[src/rtl/core/fpalu_pkg.sv]
// Package with command codes, status codes and the queue entry type of the fixed-point ALU.
`default_nettype none
package fpalu_pkg;
  typedef enum logic [3:0] {
    CMD_ADD = 4'd0,
    CMD_SUB = 4'd1,
    CMD_MUL = 4'd2,
    CMD_DIV = 4'd3,
    CMD_INC = 4'd4,
    CMD_DEC = 4'd5,
    CMD_MIN = 4'd6,
    CMD_MAX = 4'd7,
    CMD_CMP = 4'd8
  } cmd_t;

  typedef enum logic [1:0] {
    ST_OK   = 2'd0,
    ST_OVF  = 2'd1,
    ST_DIVZ = 2'd2
  } status_t;

  // Classes that the front end sorts commands into.
  typedef enum logic [1:0] {
    CL_SIMPLE = 2'd0,
    CL_MUL    = 2'd1,
    CL_DIV    = 2'd2
  } op_class_t;

  // One classified beat handed from front end to back end.
  typedef struct packed {
    op_class_t   op_class;
    logic [31:0] simple_res;
    status_t     simple_st;
    logic        neg;
    logic        b_zero;
    logic [31:0] mag_a;
    logic [31:0] mag_b;
    logic        less;
    logic        equal;
    logic        greater;
  } entry_t;
endpackage
`default_nettype wire

[src/rtl/core/fpalu_front.sv]
// Front end: takes input beats, handles the simple commands and classifies the rest.
`default_nettype none
module fpalu_front (
  input  wire logic              clk,
  input  wire logic              rst_n,
  input  wire logic              in_valid,
  output logic                   in_ready,
  input  wire logic [3:0]        in_cmd,
  input  wire logic signed [31:0] in_operand_a,
  input  wire logic signed [31:0] in_operand_b,
  output logic                   fe_valid,
  input  wire logic              fe_ready,
  output fpalu_pkg::entry_t      fe_entry
);
  import fpalu_pkg::*;

  logic   valid_r, valid_nxt;
  entry_t entry_r, entry_nxt;
  logic signed [32:0] sum, dif, inc, dcr;
  logic lt, eq;

  assign in_ready = !valid_r || fe_ready;
  assign fe_valid = valid_r;
  assign fe_entry = entry_r;

  // Compare and short arithmetic.
  always_comb begin
    lt  = in_operand_a < in_operand_b;
    eq  = in_operand_a == in_operand_b;
    sum = 33'(in_operand_a) + 33'(in_operand_b);
    dif = 33'(in_operand_a) - 33'(in_operand_b);
    inc = 33'(in_operand_a) + 33'sd1;
    dcr = 33'(in_operand_a) - 33'sd1;
  end

  function automatic logic [33:0] sat33(input logic signed [32:0] v);
    logic [33:0] r;
    if (v[32] != v[31]) begin
      r = {ST_OVF, v[32] ? 32'h8000_0000 : 32'h7fff_ffff};
    end else begin
      r = {ST_OK, v[31:0]};
    end
    return r;
  endfunction

  // Build the next entry.
  always_comb begin
    logic [33:0] s;
    s = {ST_OK, in_operand_a};
    entry_nxt = '0;
    entry_nxt.op_class = CL_SIMPLE;
    case (in_cmd)
      CMD_ADD: s = sat33(sum);
      CMD_SUB: s = sat33(dif);
      CMD_INC: s = sat33(inc);
      CMD_DEC: s = sat33(dcr);
      CMD_MIN: s = {ST_OK, lt ? in_operand_a : in_operand_b};
      CMD_MAX: s = {ST_OK, (!lt && !eq) ? in_operand_a : in_operand_b};
      CMD_MUL: entry_nxt.op_class = CL_MUL;
      CMD_DIV: entry_nxt.op_class = CL_DIV;
      default: s = {ST_OK, in_operand_a};
    endcase
    entry_nxt.simple_res = s[31:0];
    entry_nxt.simple_st  = status_t'(s[33:32]);
    entry_nxt.neg        = in_operand_a[31] != in_operand_b[31];
    entry_nxt.b_zero     = in_operand_b == 32'sd0;
    entry_nxt.mag_a      = in_operand_a[31] ? 32'(-in_operand_a) : in_operand_a;
    entry_nxt.mag_b      = in_operand_b[31] ? 32'(-in_operand_b) : in_operand_b;
    entry_nxt.less       = lt;
    entry_nxt.equal      = eq;
    entry_nxt.greater    = !lt && !eq;
  end

  always_comb valid_nxt = in_ready ? in_valid : valid_r;

  always_ff @(posedge clk) begin
    if (!rst_n) begin
      valid_r <= 1'b0;
    end else begin
      valid_r <= valid_nxt;
    end
    if (in_ready && in_valid) begin
      entry_r <= entry_nxt;
    end
  end
endmodule
`default_nettype wire

[config.mk]
export PLATFORM = sky130hd
export DESIGN_NAME = fpalu_front
export DESIGN_NICKNAME = d
export VERILOG_FILES = /design/src/rtl/core/fpalu_pkg.sv /design/src/rtl/core/fpalu_front.sv
export SDC_FILE = /design/constraint.sdc
export NUM_CORES = 1
export LEC_CHECK = 0
export BUFFER_PORTS_ARGS = -buffer_cell sky130_fd_sc_hd__buf_2
export CORE_ASPECT_RATIO = 1.4
export CORE_MARGIN = 2
export CORE_UTILIZATION = 33
export CTS_BUF_LIST = sky130_fd_sc_hd__clkbuf_16
export DETAILED_ROUTE_END_ITERATION = 7
export GPL_TIMING_DRIVEN = 0
export PLACE_DENSITY = 0.61
export SETUP_SLACK_MARGIN = 0.15
export SLEW_MARGIN = 20
export SYNTH_ARGS = -nofsm -noshare
export SYNTH_HDL_FRONTEND = slang
export SYNTH_SLANG_ARGS = --single-unit
[constraint.sdc]
create_clock -name clk -period 5.6 [get_ports clk]
set_input_delay 0.84 -clock clk [delete_from_list [all_inputs] [get_ports clk]]
set_output_delay 0.84 -clock clk [all_outputs]
set_load 0.01 [all_outputs]
==> impl_metrics.tcl <==
set metrics [dict create \
    status "finished, final reports clean" \
    setup_viol 0 \
    start_util_pct 33.5 \
    relSlewSlack_pct 22.6 \
    utilization_pct 38.7 \
    post-cts-setup-buffers 0 \
    reg2regPathDepth 3 \
    htree_levels 3 \
    syn_to_final_growth_pct 15.3 \
    leakage_nw 5.28 \
    synth.cell_area_mm2 0.0120 \
    arrival_ps 5590 \
    synth.area.top_cells "edfxtp_1, xnor2_1, a21oi_1" \
    drt-initial-drc-count 1482 \
    ant_nets 0 \
    cts_made_buffers 9 \
    final_cell_mix "buf_2, a21oi_1, nor2_1" \
    multi_input_area_mm2 0.00812 \
    yosysSeqAreaShare_pct 26.1 \
    rsz0062_at_grt "yes" \
    gp_congestion 0.995 \
    ctsHoldBuffers 0 \
    die_h_um 230 \
    dieArea_mm2 0.0380 \
    finalPower_w 0.00286 \
    cts_sinks 105 \
    worst_setup_path_end_kind "register" \
    whs_ps 549 \
    async_flop_share_pct 0 \
    vias 13400 \
    hold_path_depth 2 \
    antenna_found_initial 0 \
    critical_path_required_ps 5770 \
    ys_ff_latch 105 \
    synth_nets 1691 \
    viasPerCell 6.08 \
    nFillCells 3882 \
    postSynthAreaPerCell_um2 7.76 \
    ioPinCount 179 \
    ys.flop_type "edfxtp_1" \
    drcViolationCount 0 \
    grt_pass1_wl_mm 82.1 \
    hold_viol_final 0 \
    layout-drive-gt1-share_pct 15.2 \
    netlist_instances 1550 \
    floorplan.rows 82 \
    peakVddDrop_mv 0.121 \
    drv_cap 0 \
    regToRegEndpoint "fe_entry[4]$_DFFE_PP_" \
    clk_latency_ps 400 \
    fmax_mhz 185 \
    place_hpwl_mm 46.3 \
    drt-wirelength-per-cell_um 25.9 \
    period_needed_ps 5420 \
    setup.worst_path.end "fe_entry[94]$_DFFE_PP_" \
    worst_pin_slew_ps 1150 \
    track_usage_pct 29.6 \
    synth_top_area_share_pct 25.9 \
    grt_start_max_net_pins 60 \
    core_area_mm2 0.0359 \
    nets 1877 \
    reg2reg_from "fe_valid$_SDFFE_PN0N_" \
    clock-root-buffer "clkbuf_16" \
    path_max_fanout 9 \
    synth_top_area_cell "edfxtp_1" \
    grt_pass1_vias 12900 \
    min_path_type "reg2reg" \
    seqCellArea_mm2 0.00314 \
    drv_slew 0 \
    io_buffers 174 \
    reg2reg_slack_ps 3850 \
    post-route-period-util_pct 96.8 \
    yosys_warnings 0 \
    layout_commonest_cell "buf_2" \
    routed_wl_mm 57.0 \
    crit_path_start_kind "primary input" \
    die_w_um 165 \
    tritoncts "done" \
    clockBufferDepth 2 \
    grt-ovfl-total 0 \
    worstSetupPathType "in2reg" \
    synth_cell_types 84 \
    p_per_area_mw_per_mm2 206 \
    synth_edf_count 104 \
    clk_pin_slew_ps 70 \
    critPathLaunch "in_operand_b[8]" \
    skew_ps 14.8 \
    dr.pass1.iters 6 \
]
[power by group]
group | switching (W) | total [W] | internal, W
Clock | 0.000309 | 0.000697 | 0.000387
Combinational | 0.000810 | 0.00120 | 0.000388
Sequential | 0.0000144 | 0.000963 | 0.000949
[critical path: stages]
cell and delay [ps]:
buf_2 100, clkbuf_1 390, inv_1 180, ha_1 300, buf_2 220, inv_1 180, a21oi_1 290, o21ai_0 180
a211oi_2 560, nor2_1 190, o22ai_2 350, mux2i_2 530, and2_1 190, clkbuf_1 450, o21ai_0 250, a32oi_1 370
[worst min-delay path by stage]
stage | end | slack, ps | from
after floorplan | fe_valid$_SDFFE_PN0N_ | 610 | fe_valid$_SDFFE_PN0N_
after global placement | fe_valid$_SDFFE_PN0N_ | 500 | fe_valid$_SDFFE_PN0N_
after detailed placement | fe_valid$_SDFFE_PN0N_ | 530 | fe_valid$_SDFFE_PN0N_
after CTS | fe_valid$_SDFFE_PN0N_ | 540 | fe_valid$_SDFFE_PN0N_
after global routing | fe_valid$_SDFFE_PN0N_ | 590 | fe_valid$_SDFFE_PN0N_
final | fe_valid$_SDFFE_PN0N_ | 550 | fe_valid$_SDFFE_PN0N_
[routing by layer]
metal  up-vias  GRT usage (%)  share of wire, %  routed length, µm
met5         -              0                 0                  0
met4         0           20.2               7.3               4180
met3       179           3.17               6.5               3700
met2       706           48.6                48              27400
met1      6444           35.9                38              21800
li1       6072              -                 -                  -
[cell families (layout without fill, tap and decap cells)]
family          after synthesis  in the layout  share of synthesized area [%]
other cells                   1              3                         0.0312
xor+xnor                    155            155                           11.3
fa+ha+maj                    69             69                           7.30
compound gates              493            493                           26.0
buf+inv                     204            394                           6.82
flops                       105            105                           26.1
simple gates                510            510                           21.4
mux                          13             13                           1.08
[flip-flops by register name, indices dropped and copies added, names as in the netlist]
signal / flops
fe_entry: 104
fe_valid: 1
[cell type report]
type                            count  area share, %
Multi-Input combinational cell   1241           58.5
Sequential cell                   105           22.6
Timing Repair Buffer              176           6.53
Tap cell                          462           4.16
Buffer                            117           3.57
Inverter                           86           2.33
Clock buffer                        9           1.62
Clock inverter                      6          0.604
Antenna cell                        2         0.0361
[Yosys cell counts (all sizes together) (27+ instances only)]
master and count:
a21oi 169, nor2 138, xnor2 134, clkbuf 71
ha 67, or3 27, o21ai 119, buf 47
nand3 37, nor3 40, inv 86, edfxtp 104
nor4 30, nand2 116, nand4 35
[what timing repair did]
item                                    in CTS  in global routing
resized for setup                            7                  4
endpoints found under the setup margin      31                 23
endpoints found under the hold margin        0                  0
[per-stage QoR]
step / TNS [ps] / area [µm²] / setup slack [ps] / instances
final: 0 / 13900 / 181 / 2204
after detailed placement: -22040 / 13500 / -1060 / 2188
after CTS: 0 / 13900 / 174 / 2202
after floorplan: 0 / 12000 / 1330 / 1550
after global routing: 0 / 13900 / 130 / 2202
after global placement: -23490 / 13500 / -1060 / 2186
No activity file was read; power rests on OpenSTA's default activity.
