--- src/rtl/core/fpalu_pkg.sv ---
// Package with command codes, status codes and the queue entry type of the fixed-point ALU.
`default_nettype none
package fpalu_pkg;
  typedef enum logic [3:0] {
    CMD_ADD = 4'd0,
    CMD_SUB = 4'd1,
    CMD_MUL = 4'd2,
    CMD_DIV = 4'd3,
    CMD_INC = 4'd4,
    CMD_DEC = 4'd5,
    CMD_MIN = 4'd6,
    CMD_MAX = 4'd7,
    CMD_CMP = 4'd8
  } cmd_t;

  typedef enum logic [1:0] {
    ST_OK   = 2'd0,
    ST_OVF  = 2'd1,
    ST_DIVZ = 2'd2
  } status_t;

  // Classes that the front end sorts commands into.
  typedef enum logic [1:0] {
    CL_SIMPLE = 2'd0,
    CL_MUL    = 2'd1,
    CL_DIV    = 2'd2
  } op_class_t;

  // One classified beat handed from front end to back end.
  typedef struct packed {
    op_class_t   op_class;
    logic [31:0] simple_res;
    status_t     simple_st;
    logic        neg;
    logic        b_zero;
    logic [31:0] mag_a;
    logic [31:0] mag_b;
    logic        less;
    logic        equal;
    logic        greater;
  } entry_t;
endpackage
`default_nettype wire

--- src/rtl/core/fpalu_queue.sv ---
// Two-entry queue between the front end and the back end.
`default_nettype none
module fpalu_queue (
  input  wire logic              clk,
  input  wire logic              rst_n,
  input  wire logic              wr_valid,
  output logic                   wr_ready,
  input  wire fpalu_pkg::entry_t wr_entry,
  output logic                   rd_valid,
  input  wire logic              rd_ready,
  output fpalu_pkg::entry_t      rd_entry
);
  import fpalu_pkg::*;

  entry_t mem_r [2];
  logic   wp_r, rp_r;
  logic [1:0] cnt_r;
  logic wr, rd;

  assign wr_ready = cnt_r != 2'd2;
  assign rd_valid = cnt_r != 2'd0;
  assign rd_entry = mem_r[rp_r];
  assign wr = wr_valid && wr_ready;
  assign rd = rd_valid && rd_ready;

  // Pointers and fill count.
  always_ff @(posedge clk) begin
    if (!rst_n) begin
      wp_r  <= 1'b0;
      rp_r  <= 1'b0;
      cnt_r <= 2'd0;
    end else begin
      if (wr) wp_r <= !wp_r;
      if (rd) rp_r <= !rp_r;
      cnt_r <= cnt_r + 2'(wr) - 2'(rd);
    end
    if (wr) mem_r[wp_r] <= wr_entry;
  end
endmodule
`default_nettype wire

--- config.mk ---
export PLATFORM = sky130hd
export DESIGN_NAME = fpalu_queue
export DESIGN_NICKNAME = d
export VERILOG_FILES = /design/src/rtl/core/fpalu_pkg.sv /design/src/rtl/core/fpalu_queue.sv
export SDC_FILE = /design/constraint.sdc
export NUM_CORES = 1
export LEC_CHECK = 0
export ABC_AREA = 1
export BUFFER_PORTS_ARGS = -buffer_cell sky130_fd_sc_hd__buf_2
export CORE_MARGIN = 2
export CORE_UTILIZATION = 45
export DETAILED_ROUTE_END_ITERATION = 8
export PLACE_DENSITY = 0.73
export SKIP_LAST_GASP = 1
export SLEW_MARGIN = 20
export SYNTH_ARGS = -nofsm -noshare
export SYNTH_HDL_FRONTEND = slang
export SYNTH_SLANG_ARGS = --single-unit
--- constraint.sdc ---
create_clock -name clk -period 5.5 [get_ports clk]
set_input_delay 0.55 -clock clk [delete_from_list [all_inputs] [get_ports clk]]
set_output_delay 0.55 -clock clk [all_outputs]
set_load 0.02 [all_outputs]
==> summary.txt, run 1 <==
Status
  • Outcome: completed

STA
  • Slew at the pin with the worst max-slew slack: between 1 and 1.5 ns
  • Normalized max-slew margin: 0.312
  • Fin Setup TNS: 0 ns
  • F_max: around 340 MHz
  • Setup Viol. Count Final: 0
  • Fin crit period: 2.91 ns
  • Final worst clock skew: 0.00447 ns
  • Final hold viol count: 0
  • Max-slew violations: 0
  • Period utilisation layout: 0.529
  • Setup repair after global routing missed its margin: false

Clocking
  • H-tree depth: 1
  • Clk root buf: sky130_fd_sc_hd__clkbuf_16
  • Maximum count of clock buffers along a single path: 3
  • Clock slew at reported path FFs: roughly 0.060 ns
  • Insertion delay of the later-clocked pin in the worst-skew pair: about 0.48 ns
  • Number of buffers inserted to repair setup after CTS: 0
  • Resized cells post-CTS: 0
  • Number of sinks handled by clock tree synthesis: 215
  • Total clock buffers created by CTS: 22
  • CTS tree: yes
  • Number of buffers inserted by hold repair at cts: 0

Layout
  • Nets@finish: between 700 and 800
  • Layout cell share with drive strength beyond 1: 0.584
  • Growth of design area from synthesis to finish: 24.3%
  • Final core utilization: 0.575
  • Fill count: around 1400
  • Diode insertion count for antenna repair: 0

Synthesis
  • Most frequently used cell type in the post-synthesis netlist: sky130_fd_sc_hd__edfxtp_1
  • Most common flop cell mapped by yosys: sky130_fd_sc_hd__edfxtp_1
  • Cells taking the most area after synthesis: sky130_fd_sc_hd__edfxtp_1 78%, sky130_fd_sc_hd__mux2_4 9.3%, sky130_fd_sc_hd__mux2_2 7.7%, sky130_fd_sc_hd__buf_12 1.2%, sky130_fd_sc_hd__dfxtp_1 1.2%
  • Register bit total from synthesis: about 220
  • Biggest area consumer among synthesized cells: sky130_fd_sc_hd__edfxtp_1
  • Share of the yosys chip area belonging to registers: 0.795
  • Top cell types by occurrence after synthesis: 210 x sky130_fd_sc_hd__edfxtp_1, 55 x sky130_fd_sc_hd__mux2_2, 50 x sky130_fd_sc_hd__mux2_4, 11 x sky130_fd_sc_hd__nand2_1, 9 x sky130_fd_sc_hd__nor2_1
  • Post-synthesis async set-or-reset flop share: 0
  • Net count after synthesis: roughly 470
  • Number of warnings issued by yosys: 0
  • Area share of the largest cell type after synthesis: 0.782
  • Post-synth EDFFs: 210
  • Mean post-synth cell area: roughly 22 sq um
  • Synth unique cells: 15
  • Gate count after technology mapping: about 360
  • Netlist Area Pre-Place: 8060 sq um

Detailed routing
  • Vias per cell: between 4 and 5
  • Routed WL per cell: between 15 and 20 um
  • Total via count after detailed routing: between 4000 and 5000
  • DR iter-0 viols: ~200
  • Final routed wirelength across all metal layers: between 10000 and 15000 um
  • Antenna Violating Nets Remaining: 0
  • Residual DRC: 0
  • Initial DRT Pass Iterations: 4

Floorplan
  • Starting Density: 0.463
  • Die area: 19000 sq um
  • Boundary pin count: approximately 220
  • Vertical die dimension: ~140 um
  • Placement Rows: 48
  • Core Box Area: approximately 17000 sq um
  • Die width: between 100 and 150 um

Global routing
  • First-pass GRT wire length: approximately 21000 um
  • Global-route congestion overflow total: 0
  • Total Routing Usage GR: 0.149
  • Antenna violations before repair: 1
  • Vias in the first global route: 4181
  • Largest net degree at the start of global routing: 74

Setup path
  • FF-to-FF path depth: 5
  • Reg2Reg Capture Point: mem_r[1][32]$_DFFE_PP_
  • Arrival time at the worst endpoint: between 2 and 2.5 ns
  • Worst Setup EP: rd_entry[104]
  • Category of the worst setup path launch point: flop
  • Data required time at the worst endpoint: ~5.0 ns
  • Critical R2R Launch: cnt_r[0]$_SDFF_PN0_
  • CP endpoint kind: output pin
  • Critical path class: reg2out
  • Register-to-register path setup slack: 2.94 ns
  • Critical path fanouts, max: 37

Power
  • P per Cell Area: 479 nW/um^2
  • Lkg Pwr: ~0.0038 uW
  • Peak supply drop: between 0.3 and 0.4 mV

Placement
  • Count of input and output buffers: around 220
  • Routability congestion estimate from global placement: ~0.73
  • Post-detail-place hpwl: 9910 um

Worst hold path
  • Hold Path Depth: 1
  • Startpoint of the worst hold path: wr_entry[90]
  • Class of the worst hold path: in2reg

Job
  • Max-Cap Viols: 0
-- where the power goes --
part,total [uW],internal (uW),switching (uW)
Clock,1360,803,554
Sequential,2180,2080,97.8
Combinational,1260,535,724
Total,4790,3420,1380
-- state kept, by name, indices dropped and copies added, names as in the netlist, named ones only --
name / cells
wp_r: 1
mem_r: 210
rp_r: 1
cnt_r: 2
-- metrics by stage --
| step | total power (uW) | setup WS (ns) | hold WS (ns) | instances | area (sq um) |
|---|---|---|---|---|---|
| global route | 5020 | 2.45 | 0.225 | 833 | 10000 |
| detailed placement | 3490 | 2.75 | 0.498 | 796 | 9360 |
| global placement | 3450 | 2.66 | 0.480 | 795 | 9330 |
| CTS | 4870 | 2.50 | 0.227 | 833 | 10000 |
| floorplan | 3140 | 1.55 | 0.467 | 363 | 8070 |
| finish | 4790 | 2.59 | 0.249 | 833 | 10000 |
-- worst max-delay path: stages (launching register included) --
cell	delay [ns]
sky130_fd_sc_hd__dfxtp_4	0.75
sky130_fd_sc_hd__buf_4	0.54
sky130_fd_sc_hd__mux2_2	0.40
sky130_fd_sc_hd__buf_2	0.16
-- worst min path at each step --
stage	to	slack (ns)
finish	mem_r[0][90]$_DFFE_PP_	0.25
global route	mem_r[1][75]$_DFFE_PP_	0.23
CTS	mem_r[0][23]$_DFFE_PP_	0.23
detailed placement	flop	0.50
global placement	flop	0.48
floorplan	flop	0.47
-- layout make-up --
| type | count | area (sq um) | area share |
|---|---|---|---|
| flip-flops and latches | 215 | 6410 | 0.640 |
| multi-input cells | 129 | 1490 | 0.149 |
| repair buffers | 220 | 1150 | 0.114 |
| clock buffers | 27 | 591 | 0.0589 |
| well taps | 225 | 282 | 0.0281 |
| clock inverters | 10 | 72.6 | 0.00724 |
| inverters | 7 | 26.3 | 0.00262 |
-- layout by cell type, fill, tap and decap left out, drive strengths merged, types with 2 or more instances in the layout --
master and instances:
mux2 105, nand2 11, clkinvlp 2, inv 7
edfxtp 210, nor2 9, buf 220, clkinv 7
dfxtp 5, clkbuf 27
-- metal layers --
layer	vias up	share of wire	global-route usage
met3	18	0.087	0.0419
met5	-	0	0
met1	1971	0.40	0.179
li1	1887	-	-
met2	168	0.50	0.265
met4	0	0.016	0.0385
-- cell families after synthesis --
group / synth area share
compound gates: 0.000620
xor+xnor: 0.00109
buf+inv: 0.0220
mux: 0.170
fa+ha+maj: 0.00155
simple gates: 0.00993
flops: 0.795
Power figures use the tool's default switching activity.
==> inputs of run 2 (changes only) <==
- clock period: 5.5 -> 2.6 ns (I/O delays scaled with it)
==> summary.txt, run 2 (synthesis results as in run 1) <==
Status
  • Outcome: completed (unchanged)

Clocking
  • Number of buffers inserted to repair setup after CTS: 0 (unchanged)
  • Insertion delay of the later-clocked pin in the worst-skew pair: 0.49 ns (was 0.48 ns)
  • Clock slew at reported path FFs: 0.06 ns (about the same)
  • Number of buffers inserted by hold repair at cts: 106 (was 0)
  • H-tree depth: 1 (unchanged)
  • Total clock buffers created by CTS: 23 (was 22)
  • Number of sinks handled by clock tree synthesis: 215 (unchanged)
  • Resized cells post-CTS: 0 (unchanged)
  • Clk root buf: sky130_fd_sc_hd__clkbuf_16 (unchanged)
  • CTS tree: yes (unchanged)
  • Maximum count of clock buffers along a single path: 3 (unchanged)

Layout
  • Commonest cells after routing, fill and taps aside: 215 x sky130_fd_sc_hd__buf_2, 210 x sky130_fd_sc_hd__edfxtp_1, 106 x sky130_fd_sc_hd__dlygate4sd3_1 (was 215 x sky130_fd_sc_hd__buf_2, 210 x sky130_fd_sc_hd__edfxtp_1, 55 x sky130_fd_sc_hd__mux2_2)
  • Nets@finish: 815 (was 705)
  • Count of non-filler cells in the finished layout: 943 (was 833)
  • Sequential cell area: 6410 sq um (unchanged)
  • Multi-input combinational cell area: 1510 sq um (was 1490 sq um)
  • Fill count: 1208 (was 1357)
  • Layout cell share with drive strength beyond 1: 0.502 (was 0.584)
  • Flip-flop count of the largest register after layout: 210 (unchanged)
  • Growth of design area from synthesis to finish: 37.9% (was 24.3%)
  • Final non-filler cell area: 11100 sq um (was 10000 sq um)
  • Leading registers by flop count: mem_r (210), cnt_r (2) (unchanged)
  • Most common cell after layout, fill and taps aside: sky130_fd_sc_hd__buf_2 (unchanged)
  • Reg with most FFs: mem_r (unchanged)

Floorplan
  • Core Box Area: 17400 sq um (unchanged)
  • Placement Rows: 48 (unchanged)
  • Starting Density: 0.463 (unchanged)
  • Vertical die dimension: 138 um (unchanged)
  • Die area: 19000 sq um (unchanged)
  • Boundary pin count: 216 (unchanged)
  • Die width: 138 um (unchanged)

Global routing
  • Total Routing Usage GR: 0.164 (was 0.149)
  • Antenna violations before repair: 1 (unchanged)
  • Largest net degree at the start of global routing: 87 (was 74)
  • Vias in the first global route: 4825 (was 4181)
  • Global-route congestion overflow total: 0 (unchanged)
  • First-pass GRT wire length: 23800 um (was 21400 um)

Worst hold path
  • Startpoint of the worst hold path: wr_valid (was wr_entry[90])
  • Class of the worst hold path: in2reg (unchanged)
  • Hold Path Depth: 5 (was 1)
  • Hold path endpoint: wp_r$_SDFFE_PN0P_ (was mem_r[0][90]$_DFFE_PP_)

Setup path
  • Critical path class: reg2out (unchanged)
  • Reg2Reg Capture Point: mem_r[1][18]$_DFFE_PP_ (was mem_r[1][32]$_DFFE_PP_)
  • Critical path fanouts, max: 24 (was 37)
  • Register-to-register path setup slack: 0.84 ns (was 2.94 ns)
  • Arrival time at the worst endpoint: 2.01 ns (was 2.36 ns)
  • Category of the worst setup path launch point: flop (unchanged)
  • Critical R2R Launch: cnt_r[0]$_SDFF_PN0_ (unchanged)
  • Data required time at the worst endpoint: 2.34 ns (was 4.95 ns)
  • CP endpoint kind: output pin (unchanged)
  • FF-to-FF path depth: 5 (unchanged)

STA
  • Crit path setup slack, layout: 0.328 ns (was 2.59 ns)
  • Setup repair after global routing missed its margin: false (unchanged)
  • Max-slew violations: 0 (unchanged)
  • Setup Viol. Count Final: 0 (unchanged)
  • Final worst clock skew: 0.00703 ns (was 0.00447 ns)
  • Period utilisation layout: 0.874
  • Fin crit period: between 2 and 2.5 ns
  • Normalized max-slew margin: 0.663 (was 0.312)
  • Final hold viol count: 0 (unchanged)
  • Slew at the pin with the worst max-slew slack: 0.506 ns (was 1.03 ns)
  • F_max: between 400 and 500 MHz
  • Fin Setup TNS: 0 ns (unchanged)

Detailed routing
  • Initial DRT Pass Iterations: 4 (unchanged)
  • Final routed wirelength across all metal layers: 16000 um (was 14700 um)
  • Antenna Violating Nets Remaining: 0 (unchanged)
  • Total via count after detailed routing: 4497 (was 4044)
  • Vias per cell: 4.77 (was 4.85)
  • Residual DRC: 0 (unchanged)
  • DR iter-0 viols: 288 (was 196)
  • Routed WL per cell: 17.0 um (was 17.7 um)

Power
  • Final Power: 10300 uW (was 4790 uW)
  • Peak supply drop: 0.604 mV (was 0.333 mV)
  • Lkg Pwr: 0.00431 uW (was 0.00385 uW)
  • P per Cell Area: 924 nW/um^2 (was 479 nW/um^2)

Job
  • Max-Cap Viols: 0 (unchanged)

Placement
  • Worst slack after detailed placement: 0.823 ns (was 2.75 ns)
  • # placed instances: 799 (was 796)
  • Routability congestion estimate from global placement: 0.690 (was 0.734)
  • Area of placed instances: 9410 sq um (was 9360 sq um)
  • Post-detail-place hpwl: 9680 um (was 9910 um)
  • Count of input and output buffers: 215 (unchanged)
-- run 2: per-stage QoR --
| stage | util | hold slack, ns |
|---|---|---|
| floorplan | - | 0.353 |
| global placement | 0.540 | 0.447 |
| detailed placement | 0.540 | 0.451 |
| CTS | 0.638 | 0.178 |
| global route | 0.638 | 0.219 |
| finish | 0.638 | 0.195 |
-- run 2: routing by layer --
metal  up-vias  share of wire  track usage  routed length (um)
met2       183           0.50        0.290                8070
met5         -              0            0                   0
li1       2103              -            -                   -
met4         0          0.024       0.0584                 380
met3        37          0.090       0.0526                1450
met1      2174           0.38        0.187                6150
-- run 2: area by class of cell --
| cell class | count | share of cell area |
|---|---|---|
| inverter | 7 | 0.00236 |
| multi-input combinational | 129 | 0.136 |
| clock buffer | 26 | 0.0528 |
| clock inverter | 11 | 0.00473 |
| sequential | 215 | 0.577 |
| timing repair buffer | 329 | 0.202 |
| antenna | 1 | 0.000225 |
| tap | 225 | 0.0253 |
-- run 2: how the worst max path moves through the flow --
stage,endpoint,depth (start not counted),slack (ns),startpoint
global placement,rd_entry[7],3,0.86,flop
global route,rd_entry[8],3,0.23,flop
floorplan,mem_r[1][0]$_DFFE_PP_,4,0.01,cnt_r[0]$_SDFF_PN0_
finish,rd_entry[8],3,0.33,flop
CTS,rd_entry[8],3,0.29,flop
detailed placement,rd_entry[8],3,0.82,flop
-- run 2: power breakdown --
| group | internal (uW) | switching, uW | leakage [uW] |
|---|---|---|---|
| registers | 4400 | 188 | 0.00200 |
| clock network | 1600 | 1200 | 0.000310 |
| logic | 1270 | 1610 | 0.00200 |
-- run 2: worst max-delay path: stages, from the launching register on --
cell	delay [ns]
sky130_fd_sc_hd__dfxtp_4	0.63
sky130_fd_sc_hd__buf_4	0.35
sky130_fd_sc_hd__mux2_2	0.37
sky130_fd_sc_hd__buf_2	0.16
==> inputs of run 3 (changes only) <==
- BUFFER_PORTS_ARGS: -buffer_cell sky130_fd_sc_hd__buf_2 -> not set
- CORE_ASPECT_RATIO: not set -> 1.5
- DONT_BUFFER_PORTS: not set -> 1
- PLACE_DENSITY: 0.73 -> not set
==> summary.txt, run 3 (synthesis results as in run 1) <==
Detailed routing
  • Initial DRT Pass Iterations: 6 (was 4)
  • Total via count after detailed routing: 3656 (was 4497)
  • Vias per cell: 5.12 (was 4.77)
  • Top layer used by detailed routing: met4 (unchanged)
  • Detailed-routed wire length on met2: 7840 um (was 8070 um)
  • Antenna Violating Nets Remaining: 0 (unchanged)
  • Routed length on met3: 954 um (was 1450 um)
  • Routed WL per cell: 20.0 um (was 17.0 um)
  • Final routed wirelength across all metal layers: 14300 um (was 16000 um)
  • DR iter-0 viols: 217 (was 288)
  • M1 WL: 4870 um (was 6150 um)
  • Residual DRC: 0 (unchanged)

Floorplan
  • Boundary pin count: 216 (unchanged)
  • Core Box Area: 17400 sq um (about the same)
  • Die width: 113 um (was 138 um)
  • Vertical die dimension: 168 um (was 138 um)
  • Die area: 19000 sq um (about the same)
  • Starting Density: 0.463 (about the same)
  • Placement Rows: 59 (was 48)

Power
  • Clock power share: 0.281 (was 0.273)
  • Lkg Pwr: 0.00345 uW (was 0.00431 uW)
  • Net switching power figure: 2830 uW (was 3000 uW)
  • Share of power burned in registers: 0.468 (was 0.447)
  • P per Cell Area: 971 nW/um^2 (was 924 nW/um^2)
  • Switching part of the total power: 0.292 (about the same)
  • Comb pwr share: 0.250 (was 0.280)
  • Peak supply drop: 0.644 mV (was 0.604 mV)
  • Internal power: 6870 uW (was 7270 uW)

Layout
  • Nets@finish: 598 (was 815)
  • Most common cell after layout, fill and taps aside: sky130_fd_sc_hd__edfxtp_1 (was sky130_fd_sc_hd__buf_2)
  • Fill count: 1298 (was 1208)
  • Reg with most FFs: mem_r (unchanged)
  • Commonest cells after routing, fill and taps aside: 210 x sky130_fd_sc_hd__edfxtp_1, 106 x sky130_fd_sc_hd__dlygate4sd3_1, 55 x sky130_fd_sc_hd__mux2_2 (was 215 x sky130_fd_sc_hd__buf_2, 210 x sky130_fd_sc_hd__edfxtp_1, 106 x sky130_fd_sc_hd__dlygate4sd3_1)
  • Flip-flop count of the largest register after layout: 210 (unchanged)
  • Growth of design area from synthesis to finish: 23.9% (was 37.9%)
  • Leading registers by flop count: mem_r (210), cnt_r (2) (unchanged)
  • Count of non-filler cells in the finished layout: 714 (was 943)
  • Layout cell share with drive strength beyond 1: 0.290 (was 0.502)

Setup path
  • Category of the worst setup path launch point: flop (unchanged)
  • CP endpoint kind: output pin (unchanged)
  • Cell at the slowest stage of the critical path: sky130_fd_sc_hd__dfxtp_4 (unchanged)
  • Delay of the slowest cell on the worst path: 0.48 ns (was 0.63 ns)
  • Critical path fanouts, max: 49 (was 24)
  • Critical path cell sequence: buf_12 > mux2_2 (was buf_4 > mux2_2 > buf_2)
  • Cell family contributing the most delay on the critical path: flip-flops (unchanged)
  • Reg2Reg Capture Point: mem_r[0][31]$_DFFE_PP_ (was mem_r[1][18]$_DFFE_PP_)
  • Data required time at the worst endpoint: 2.34 ns (about the same)
  • Register-to-register path setup slack: 0.87 ns (was 0.84 ns)
  • Arrival time at the worst endpoint: 1.79 ns (was 2.01 ns)
  • FF-to-FF path depth: 5 (unchanged)
  • Critical path class: reg2out (unchanged)
  • Number of buffer and inverter stages on the critical path: 1 (was 2)
  • Critical R2R Launch: cnt_r[0]$_SDFF_PN0_ (unchanged)

STA
  • Max-slew violations: 0 (unchanged)
  • Final worst clock skew: 0.0126 ns (was 0.00703 ns)
  • Setup Viol. Count Final: 0 (unchanged)
  • Final hold viol count: 0 (unchanged)
  • Fin crit period: 2.05 ns (was 2.27 ns)
  • Slew at the pin with the worst max-slew slack: 0.699 ns (was 0.506 ns)
  • Normalized max-slew margin: 0.534 (was 0.663)
  • Fin Setup TNS: 0 ns (unchanged)
  • Period utilisation layout: 0.790 (was 0.874)
  • Setup repair after global routing missed its margin: false (unchanged)
  • F_max: 487 MHz (was 440 MHz)

Global routing
  • First-pass GRT wire length: 21500 um (was 23800 um)
  • Antenna violations before repair: 1 (unchanged)
  • Total Routing Usage GR: 0.146 (was 0.164)
  • Global-route congestion overflow total: 0 (unchanged)
  • Largest net degree at the start of global routing: 54 (was 87)
  • Vias in the first global route: 4011 (was 4825)

Placement
  • # placed instances: 572 (was 799)
  • Routability congestion estimate from global placement: 0.716 (was 0.690)
  • Post-detail-place hpwl: 9040 um (was 9680 um)
  • Count of input and output buffers: 0 (was 215)

Clocking
  • Number of buffers inserted to repair setup after CTS: 0 (unchanged)
  • Total clock buffers created by CTS: 21 (was 23)
  • CTS tree: yes (unchanged)
  • Insertion delay of the later-clocked pin in the worst-skew pair: 0.48 ns (was 0.49 ns)
  • Maximum count of clock buffers along a single path: 3 (unchanged)
  • Number of sinks handled by clock tree synthesis: 215 (unchanged)
  • Clock slew at reported path FFs: 0.06 ns (about the same)
  • Clk root buf: sky130_fd_sc_hd__clkbuf_16 (unchanged)
  • H-tree depth: 1 (unchanged)

Worst hold path
  • Startpoint of the worst hold path: wr_valid (unchanged)
  • Hold path endpoint: wp_r$_SDFFE_PN0P_ (unchanged)
  • Hold Path Depth: 4 (was 5)
  • Class of the worst hold path: in2reg (unchanged)

Job
  • Max-Cap Viols: 0 (unchanged)

Status
  • Outcome: completed (unchanged)
## run 3: cell count changes in the layout (fill, tap and decap cells not counted)
cell / previous run / this run
sky130_fd_sc_hd__buf_2: 215 / 0
sky130_fd_sc_hd__clkbuf_8: 0 / 3
sky130_fd_sc_hd__clkbuf_1: 3 / 6
sky130_fd_sc_hd__buf_4: 4 / 5
sky130_fd_sc_hd__clkinv_4: 0 / 1
sky130_fd_sc_hd__inv_6: 1 / 0
sky130_fd_sc_hd__clkinvlp_4: 1 / 0
sky130_fd_sc_hd__clkinv_1: 7 / 2
sky130_fd_sc_hd__clkbuf_16: 23 / 21
sky130_fd_sc_hd__buf_12: 4 / 3
## run 3: how the worst max path moves through the flow
stage,from,endpoint,slack (ns),cells past startpoint
finish,flop,rd_entry[18],0.55,2
global route,flop,rd_entry[16],0.49,2
CTS,flop,rd_entry[31],0.52,2
detailed placement,cnt_r[0]$_SDFF_PN0_,mem_r[0][65]$_DFFE_PP_,0.84,5
global placement,cnt_r[0]$_SDFF_PN0_,mem_r[0][66]$_DFFE_PP_,0.90,5
floorplan,cnt_r[0]$_SDFF_PN0_,mem_r[1][0]$_DFFE_PP_,0.01,4
## run 3: worst min-delay path: stages
cell and delay [ns]:
sky130_fd_sc_hd__nand2_4 0.07, sky130_fd_sc_hd__nand2_1 0.06, sky130_fd_sc_hd__nand2_1 0.04, sky130_fd_sc_hd__nor2_1 0.07
## run 3: layout make-up
type | count | area, sq um | area share
diodes | 1 | 2.50 | 0.000251
clock buffers | 30 | 589 | 0.0590
clock inverters | 5 | 26.3 | 0.00263
inverters | 7 | 26.3 | 0.00263
multi-input cells | 129 | 1510 | 0.151
flip-flops and latches | 215 | 6410 | 0.642
well taps | 213 | 267 | 0.0267
repair buffers | 114 | 1160 | 0.116
## run 3: power groups by stage
stage / clock, uW / sequential [uW] / combinational (uW)
detailed placement: 0 / 4630 / 2310
floorplan: 0 / 4570 / 2070
finish: 2730 / 4540 / 2430
CTS: 2820 / 4550 / 2470
global placement: 0 / 4600 / 2290
global route: 2950 / 4590 / 2550
## run 3: timing repair
item                      4_1_cts  5_1_grt
resized for setup               0        0
hold endpoints to repair      215        0
hold buffers                  106        0
## run 3: layer usage
layer / up-vias / GRT usage
met2: 150 / 0.276
met1: 1811 / 0.146
met4: 0 / 0.0673
met5: - / 0
li1: 1657 / -
met3: 38 / 0.0382
## run 3: stage by stage
| step | util | total power, uW | setup WS (ns) | cell area (sq um) | hold slack [ns] |
|---|---|---|---|---|---|
| 2_1_floorplan | - | 6650 | 0.0106 | 8090 | 0.353 |
| 3_3_place_gp | 0.477 | 6890 | 0.898 | 8310 | 0.358 |
| 3_5_place_dp | 0.477 | 6940 | 0.835 | 8310 | 0.359 |
| 4_1_cts | 0.573 | 9830 | 0.522 | 9980 | 0.0497 |
| 5_1_grt | 0.573 | 10100 | 0.488 | 9990 | 0.0736 |
| 6_report | 0.573 | 9700 | 0.547 | 9990 | 0.0617 |
